### src/bemseq_pkg.sv
// ----------------------------------------------------------------------------
// bemseq_pkg
// Types and constants shared by the bump escape motor sequencer files.
// ----------------------------------------------------------------------------
package bemseq_pkg;

  typedef enum logic [1:0] {
    OP_TICK = 2'd0,
    OP_LOAD = 2'd1,
    OP_STEP = 2'd2,
    OP_NONE = 2'd3
  } op_t;

  typedef enum logic [1:0] {
    CFG_TICK_DIVIDE    = 2'd0,
    CFG_TURN_TICKS     = 2'd1,
    CFG_REPEAT_LIMIT   = 2'd2,
    CFG_REPEAT_TIMEOUT = 2'd3
  } cfg_idx_t;

  typedef enum logic [2:0] {
    MOT_FWD   = 3'd0,
    MOT_BACK  = 3'd1,
    MOT_LEFT  = 3'd2,
    MOT_RIGHT = 3'd3,
    MOT_NONE  = 3'd4
  } motion_t;

  // command codes
  localparam logic [7:0] CMD_FWD        = 8'h00;
  localparam logic [7:0] CMD_LEFT       = 8'h01;
  localparam logic [7:0] CMD_RIGHT      = 8'h02;
  localparam logic [7:0] CMD_REP_A      = 8'h10;
  localparam logic [7:0] CMD_BACK_LEFT  = 8'h11;
  localparam logic [7:0] CMD_REP_RIGHT  = 8'h20;
  localparam logic [7:0] CMD_BACK_RIGHT = 8'h22;
  localparam logic [7:0] CMD_REP_B      = 8'h30;

  // channel patterns, bit0 is channel five
  localparam logic [3:0] PAT_FWD   = 4'h6;
  localparam logic [3:0] PAT_BACK  = 4'h9;
  localparam logic [3:0] PAT_LEFT  = 4'h5;
  localparam logic [3:0] PAT_RIGHT = 4'hA;

  localparam logic [3:0] REPEAT_MAX = 4'hF;
  localparam logic [7:0] TURN_MAX   = 8'hFF;

  // reset values of the configuration registers
  localparam logic [15:0] RST_TICK_DIVIDE    = 16'd100;
  localparam logic [7:0]  RST_TURN_TICKS     = 8'd2;
  localparam logic [3:0]  RST_REPEAT_LIMIT   = 4'd3;
  localparam logic [7:0]  RST_REPEAT_TIMEOUT = 8'd10;

  typedef struct packed {
    logic [15:0] tick_divide;
    logic [7:0]  turn_ticks;
    logic [3:0]  repeat_limit;
    logic [7:0]  repeat_timeout;
  } bemseq_cfg_t;

  typedef struct packed {
    logic [7:0]  command;
    logic        turn_timing;
    logic [7:0]  turn_count;
    logic [3:0]  repeat_count;
    logic        repeat_armed;
    logic [7:0]  repeat_timer;
    logic [15:0] prescale_count;
    logic [3:0]  channel_state;
  } bemseq_state_t;

  typedef struct packed {
    logic [7:0] active_command;
    motion_t    motion;
    logic [3:0] channel_enables;
  } bemseq_result_t;

endpackage

### src/bemseq_core.sv
// ----------------------------------------------------------------------------
// bemseq_core
// Next-state and result logic for one transfer: prescaler, control tick,
// command load and manager step.
// ----------------------------------------------------------------------------
module bemseq_core
  import bemseq_pkg::*;
(
  input  bemseq_cfg_t    cfg,
  input  bemseq_state_t  st,
  input  op_t            op,
  input  logic [7:0]     new_command,
  output bemseq_state_t  st_nxt,
  output bemseq_result_t res
);

  logic [16:0] pre_inc;
  logic [7:0]  timer_inc;
  logic        done;
  logic [3:0]  rep_upd;
  motion_t     mot;

  always_comb begin
    st_nxt    = st;
    mot       = MOT_NONE;
    pre_inc   = {1'b0, st.prescale_count} + 17'd1;
    timer_inc = st.repeat_timer + 8'd1;
    done      = (st.turn_count >= cfg.turn_ticks);
    rep_upd   = st.repeat_count;
    if (done && (st.repeat_count != REPEAT_MAX)) begin
      rep_upd = st.repeat_count + 4'd1;
    end

    unique case (op)
      OP_TICK: begin
        if (pre_inc > {1'b0, cfg.tick_divide}) begin
          st_nxt.prescale_count = '0;
          // turn counter saturates at its limit
          if (st.turn_timing && (st.turn_count < cfg.turn_ticks) &&
              (st.turn_count != TURN_MAX)) begin
            st_nxt.turn_count = st.turn_count + 8'd1;
          end
          if (st.repeat_armed) begin
            if (timer_inc >= cfg.repeat_timeout) begin
              st_nxt.repeat_armed = 1'b0;
              st_nxt.repeat_count = '0;
              st_nxt.repeat_timer = '0;
            end else begin
              st_nxt.repeat_timer = timer_inc;
            end
          end
        end else begin
          st_nxt.prescale_count = pre_inc[15:0];
        end
      end
      OP_LOAD: begin
        st_nxt.command = new_command;
      end
      OP_STEP: begin
        unique case (st.command)
          CMD_FWD: begin
            mot                  = MOT_FWD;
            st_nxt.channel_state = PAT_FWD;
          end
          CMD_LEFT, CMD_RIGHT: begin
            mot                  = (st.command == CMD_LEFT) ? MOT_LEFT : MOT_RIGHT;
            st_nxt.channel_state = (st.command == CMD_LEFT) ? PAT_LEFT : PAT_RIGHT;
            st_nxt.turn_timing   = ~done;
            if (done) begin
              st_nxt.turn_count = '0;
              st_nxt.command    = CMD_FWD;
            end
          end
          CMD_REP_A, CMD_REP_RIGHT, CMD_REP_B: begin
            mot                  = MOT_BACK;
            st_nxt.channel_state = PAT_BACK;
            st_nxt.turn_timing   = ~done;
            st_nxt.repeat_armed  = 1'b1;
            if (done) begin
              st_nxt.turn_count = '0;
            end
            // escape turn once enough back-ups in a row completed
            if (rep_upd >= cfg.repeat_limit) begin
              st_nxt.command      = (st.command == CMD_REP_RIGHT) ? CMD_RIGHT : CMD_LEFT;
              st_nxt.repeat_count = '0;
            end else begin
              st_nxt.repeat_count = rep_upd;
              if (done) begin
                st_nxt.command = CMD_FWD;
              end
            end
          end
          CMD_BACK_LEFT, CMD_BACK_RIGHT: begin
            mot                  = MOT_BACK;
            st_nxt.channel_state = PAT_BACK;
            st_nxt.turn_timing   = ~done;
            if (done) begin
              st_nxt.turn_count = '0;
              st_nxt.command    = (st.command == CMD_BACK_LEFT) ? CMD_LEFT : CMD_RIGHT;
            end
          end
          default: begin
            // unknown command falls back to forward; no motion is reported and the channel pattern holds
            st_nxt.command = CMD_FWD;
          end
        endcase
      end
      OP_NONE: begin
      end
      default: begin
      end
    endcase

    res.channel_enables = st_nxt.channel_state;
    res.motion          = mot;
    res.active_command  = st_nxt.command;
  end

endmodule

### src/bump_escape_motor_sequencer.sv
// ----------------------------------------------------------------------------
// bump_escape_motor_sequencer
// Drive-direction sequencer for two DC motors on four H-bridge channels.
//
//   channel  dir  payload
//   in_      in   tuser[1:0] op, tdata[7:0] new_command
//   out_     out  tdata[3:0] channel_enables, [6:4] motion, [14:7] active_command
//   cfg_     in   wr_en, index[1:0], wdata[15:0]
//
// one transfer per cycle in while in_tready is high; each result is registered into the result buffer
// the state update is one combinational pass between the state and result registers
// a two-entry result buffer keeps the input taking transfers while out_ stalls
// in_tready drops only while both result entries are occupied
// rst_n is synchronous, active low; no clearing pass is needed
// ----------------------------------------------------------------------------
module bump_escape_motor_sequencer
  import bemseq_pkg::*;
(
  input  logic        clk,
  input  logic        rst_n,
  input  logic        in_tvalid,
  output logic        in_tready,
  input  logic [7:0]  in_tdata,   // [7:0] new_command
  input  logic [1:0]  in_tuser,   // [1:0] op
  output logic        out_tvalid,
  input  logic        out_tready,
  output logic [15:0] out_tdata,  // [3:0] channel_enables, [6:4] motion,
                                  // [14:7] active_command, [15] zero
  input  logic        cfg_wr_en,
  input  logic [1:0]  cfg_index,
  input  logic [15:0] cfg_wdata
);

  localparam logic [1:0] BUF_EMPTY = 2'd0;
  localparam logic [1:0] BUF_ONE   = 2'd1;
  localparam logic [1:0] BUF_FULL  = 2'd2;

  bemseq_cfg_t    cfg_r;
  bemseq_state_t  st_r;
  bemseq_state_t  st_nxt;
  bemseq_result_t res;
  bemseq_result_t slot0_r;
  bemseq_result_t slot1_r;
  logic [1:0]     count_r;
  logic           push;
  logic           pop;

  assign in_tready  = (count_r != BUF_FULL);
  assign out_tvalid = (count_r != BUF_EMPTY);
  assign push       = in_tvalid & in_tready;
  assign pop        = out_tvalid & out_tready;
  assign out_tdata  = {1'b0, slot0_r};

  bemseq_core u_core (
    .cfg         (cfg_r),
    .st          (st_r),
    .op          (op_t'(in_tuser)),
    .new_command (in_tdata),
    .st_nxt      (st_nxt),
    .res         (res)
  );

  always_ff @(posedge clk) begin
    if (!rst_n) begin
      cfg_r.tick_divide    <= RST_TICK_DIVIDE;
      cfg_r.turn_ticks     <= RST_TURN_TICKS;
      cfg_r.repeat_limit   <= RST_REPEAT_LIMIT;
      cfg_r.repeat_timeout <= RST_REPEAT_TIMEOUT;
    end else if (cfg_wr_en) begin
      unique case (cfg_idx_t'(cfg_index))
        CFG_TICK_DIVIDE:    cfg_r.tick_divide    <= cfg_wdata;
        CFG_TURN_TICKS:     cfg_r.turn_ticks     <= cfg_wdata[7:0];
        CFG_REPEAT_LIMIT:   cfg_r.repeat_limit   <= cfg_wdata[3:0];
        CFG_REPEAT_TIMEOUT: cfg_r.repeat_timeout <= cfg_wdata[7:0];
        default: ;
      endcase
    end
  end

  always_ff @(posedge clk) begin
    if (!rst_n) begin
      st_r <= '0;
    end else if (push) begin
      st_r <= st_nxt;
    end
  end

  always_ff @(posedge clk) begin
    if (!rst_n) begin
      count_r <= BUF_EMPTY;
    end else begin
      unique case ({push, pop})
        2'b10:   count_r <= count_r + 2'd1;
        2'b01:   count_r <= count_r - 2'd1;
        default: count_r <= count_r;
      endcase
    end
  end

  // result slots carry payload only
  always_ff @(posedge clk) begin
    unique case ({push, pop})
      2'b10: begin
        if (count_r == BUF_EMPTY) begin
          slot0_r <= res;
        end else begin
          slot1_r <= res;
        end
      end
      2'b01: begin
        slot0_r <= slot1_r;
      end
      2'b11: begin
        if (count_r == BUF_ONE) begin
          slot0_r <= res;
        end else begin
          slot0_r <= slot1_r;
          slot1_r <= res;
        end
      end
      default: ;
    endcase
  end

endmodule

### config.mk
export PLATFORM = sky130hd
export DESIGN_NAME = bump_escape_motor_sequencer
export DESIGN_NICKNAME = d
export VERILOG_FILES = /design/src/bemseq_pkg.sv /design/src/bemseq_core.sv /design/src/bump_escape_motor_sequencer.sv
export SDC_FILE = /design/constraint.sdc
export NUM_CORES = 1
export LEC_CHECK = 0
export ABC_AREA = 1
export BUFFER_PORTS_ARGS = -buffer_cell sky130_fd_sc_hd__buf_2
export CAP_MARGIN = 0
export CELL_PAD_IN_SITES_DETAIL_PLACEMENT = 0
export CELL_PAD_IN_SITES_GLOBAL_PLACEMENT = 1
export CORE_MARGIN = 5
export CORE_UTILIZATION = 48
export CTS_CLUSTER_DIAMETER = 50
export DETAILED_ROUTE_END_ITERATION = 6
export PLACE_DENSITY_LB_ADDON = 0.1
export SYNTH_ARGS = -nofsm -noshare
export SYNTH_HDL_FRONTEND = slang
export SYNTH_SLANG_ARGS = --single-unit
### constraint.sdc
create_clock -name clk -period 8.59 [get_ports clk]
set_input_delay 1.718 -clock clk [delete_from_list [all_inputs] [get_ports clk]]
set_output_delay 1.718 -clock clk [all_outputs]
set_load 0.01 [all_outputs]
==> results_dict.tcl <==
set metrics [dict create \
    design_area_um2 7624 \
    status "completed" \
    critPathKind "input port to flip-flop" \
    synthCells 858 \
    syn_to_final_growth_pct 14.98 \
    fp.dieH_um 127.5 \
    synthFlopType "dfxtp_1" \
    antennaDiodeCount 0 \
    htree_num_levels 4 \
    synth.cell_area_um2 6630 \
    path_clk_slew_ns 0.06 \
    cts_root_buf "clkbuf_16" \
    final_hold_viol_count 0 \
    die-area_um2 16260 \
    syn_nets 940 \
    dp_hpwl_um 11280 \
    reg2reg_slack_ns 4.99 \
    maxCapViolCount 0 \
    core_area_um2 13720 \
    vdd_drop_max_mv 0.1199 \
    slowest_delay_ns 0.87 \
    grt_pass1_vias 5552 \
    final-setup-viol-count 0 \
    slowest_stage "a21oi_1" \
    total_power_mw 1.864 \
    start_util_pct 48.33 \
    yosysWarnings 0 \
    clock_skew_ns 0.01174 \
    tns_ns 0 \
    p_leak_nw 3.479 \
    max_freq_mhz 268.1 \
    reg2reg_from "st_r[36]" \
    ys_seq_area_share_pct 40.16 \
    required_ns 8.84 \
    port_buffers 49 \
    drt_iter0_drc 323 \
    crit_path_max_fanout 26 \
    critPathLaunchType "input port" \
    relSlewSlack_pct 24.45 \
    grt_pass1_wl_um 25980 \
    antenna_found_initial 0 \
    rows 43 \
    drive_gt1_share_pct 14.29 \
    post-route-period-util_pct 43.42 \
    fin_nets 986 \
    grt.total_usage_pct 19.60 \
    drtPass1Iterations 4 \
    final_util_pct 55.57 \
    avgViaCountPerCell 5.109 \
    clk_path_buf_depth 2 \
    wl_per_cell_um 13.90 \
    drc 0 \
    syn_area_per_cell_um2 7.727 \
    cp-startpoint "in_tvalid" \
    critPathCapture "out_tdata[1]" \
    r2r_cells 20 \
    io_pins 51 \
    grt_start_max_net_pins 59 \
    place_congestion 0.8498 \
    async_flop_share_pct 0 \
    post_cts_buffers 0 \
    cts_buffers 17 \
    whs_ns 0.4539 \
    min-delay-path-class "flip-flop to flip-flop" \
    cp-end-kind "flip-flop" \
    cts.repair.resized 0 \
    period_needed_ns 3.729 \
    antenna_left 0 \
    wl_um 15250 \
    synth_seq_cells 118 \
    clkLatencyLatePin_ns 0.42 \
    via_count 5605 \
    crit_chain "buf_2 > nand2_1 > inv_1 > ha_1 > nand2_1 > a21oi_1 > nand2_1 > o21ai_1" \
    cp_common_cell "nand2_1" \
    cts_tree "done" \
    cts_num_sinks 118 \
    worstReg2RegEnd "out_tdata[7]" \
    synth_cell_type_count 43 \
    grt_setup_unrepaired "false" \
    hold_buffers 0 \
    place_area_um2 7005 \
    p_per_area_nw_per_um2 244.4 \
    worstMarginPinSlew_ns 1.133 \
    die_width_um 127.5 \
    arrival_ns 3.98 \
    synth_edf_count 30 \
    grt-ovfl-total 0 \
    finalMaxSlewViolations 0 \
]
## cells by family (layout without fill, tap and decap cells)
| family | count (synthesis) | in the layout | synth area share [%] |
|---|---|---|---|
| XOR/XNOR | 28 | 28 | 3.699 |
| AO/OA/AOI/OAI | 188 | 188 | 14.95 |
| other | 1 | 1 | 0.05656 |
| flip-flops | 118 | 118 | 40.16 |
| adder cells (fa/ha/maj) | 49 | 49 | 9.247 |
| buffers and inverters | 171 | 230 | 10.10 |
| AND/OR/NAND/NOR | 303 | 303 | 21.80 |
## registers in the layout, indices dropped and copies added (netlist names)
| name | flops |
|---|---|
| cfg_r | 36 |
| count_r | 2 |
| out_tdata | 15 |
| slot1_r | 15 |
| st_r | 50 |
## per-stage QoR
| stage | worst slack [ns] | std cells |
|---|---|---|
| 3_5_place_dp | 4.464 | 1065 |
| 3_3_place_gp | 4.600 | 1065 |
| 5_1_grt | 4.575 | 1097 |
| 4_1_cts | 4.844 | 1097 |
| 2_1_floorplan | 4.826 | 858 |
| 6_report | 4.861 | 1097 |
## worst min-delay path by stage
stage                     cells after the start  slack [ns]   endpoint       from
after floorplan                               2        0.42   st_r[41]   st_r[41]
after global placement                        2        0.45  cfg_r[28]  cfg_r[28]
after detailed placement                      2        0.45   st_r[41]   st_r[41]
after CTS                                     2        0.46   st_r[41]   st_r[41]
after global routing                          2        0.48   st_r[41]   st_r[41]
final                                         2        0.45   st_r[41]   st_r[41]
## power breakdown
group | total (mW) | leakage (nW) | switching [mW] | internal, mW
clock network | 0.737 | 0.301 | 0.274 | 0.463
registers | 0.729 | 1.01 | 0.0413 | 0.688
logic | 0.398 | 2.17 | 0.265 | 0.132
## routing by layer
layer,share of wire [%],vias to the layer above,wire length (um),track usage [%]
met4,1.5,0,225,6.246
met2,49,74,7508,33.82
li1,-,2931,-,-
met1,45,2580,6928,24.34
met5,0,-,0,0
met3,3.8,20,585,4.348
## cell usage in the layout, fill, tap and decap left out, types with 24 or more instances in the layout
cell	Yosys	final
dfxtp_1	88	88
a21oi_1	93	93
ha_1	49	49
inv_1	131	131
nor2_1	43	43
buf_2	1	49
edfxtp_1	30	30
nand2_1	142	142
o21ai_0	70	69
xor2_1	24	24
nand3_1	54	54
## area by class of cell
class	count	area [um^2]
clock buffers	17	425.4
clock inverters	15	192.7
fillers	1333	6096
inverters	145	544.3
multi-input cells	569	3298
flip-flops and latches	118	2663
well taps	180	225.2
repair buffers	53	275.3
## worst max-delay path: cells and delay by family
kind | cells | cell delay [ns]
adders and majority gates | 1 | 0.31
buffers and inverters | 2 | 0.60
and+or+nand+nor | 3 | 0.32
AOI/OAI and AO/OA | 2 | 1.02
## Yosys cell counts, types with 8 or more instances
cell type  instances  area [um^2]
nor2_1            43        161.4
dfxtp_1           88         1762
o21ai_0           70        350.3
ha_1              49        613.1
nand4_1           15        93.84
inv_2             14        52.55
inv_1            131        491.7
xor2_1            24        210.2
a21oi_1           93        465.5
edfxtp_1          30        900.9
nand3_1           54        270.3
nand2_1          142        533.0
clkbuf_1          18        67.56
nor3_1            11        55.05
nand2_2            8        50.05
No activity file was read; power rests on OpenSTA's default activity.
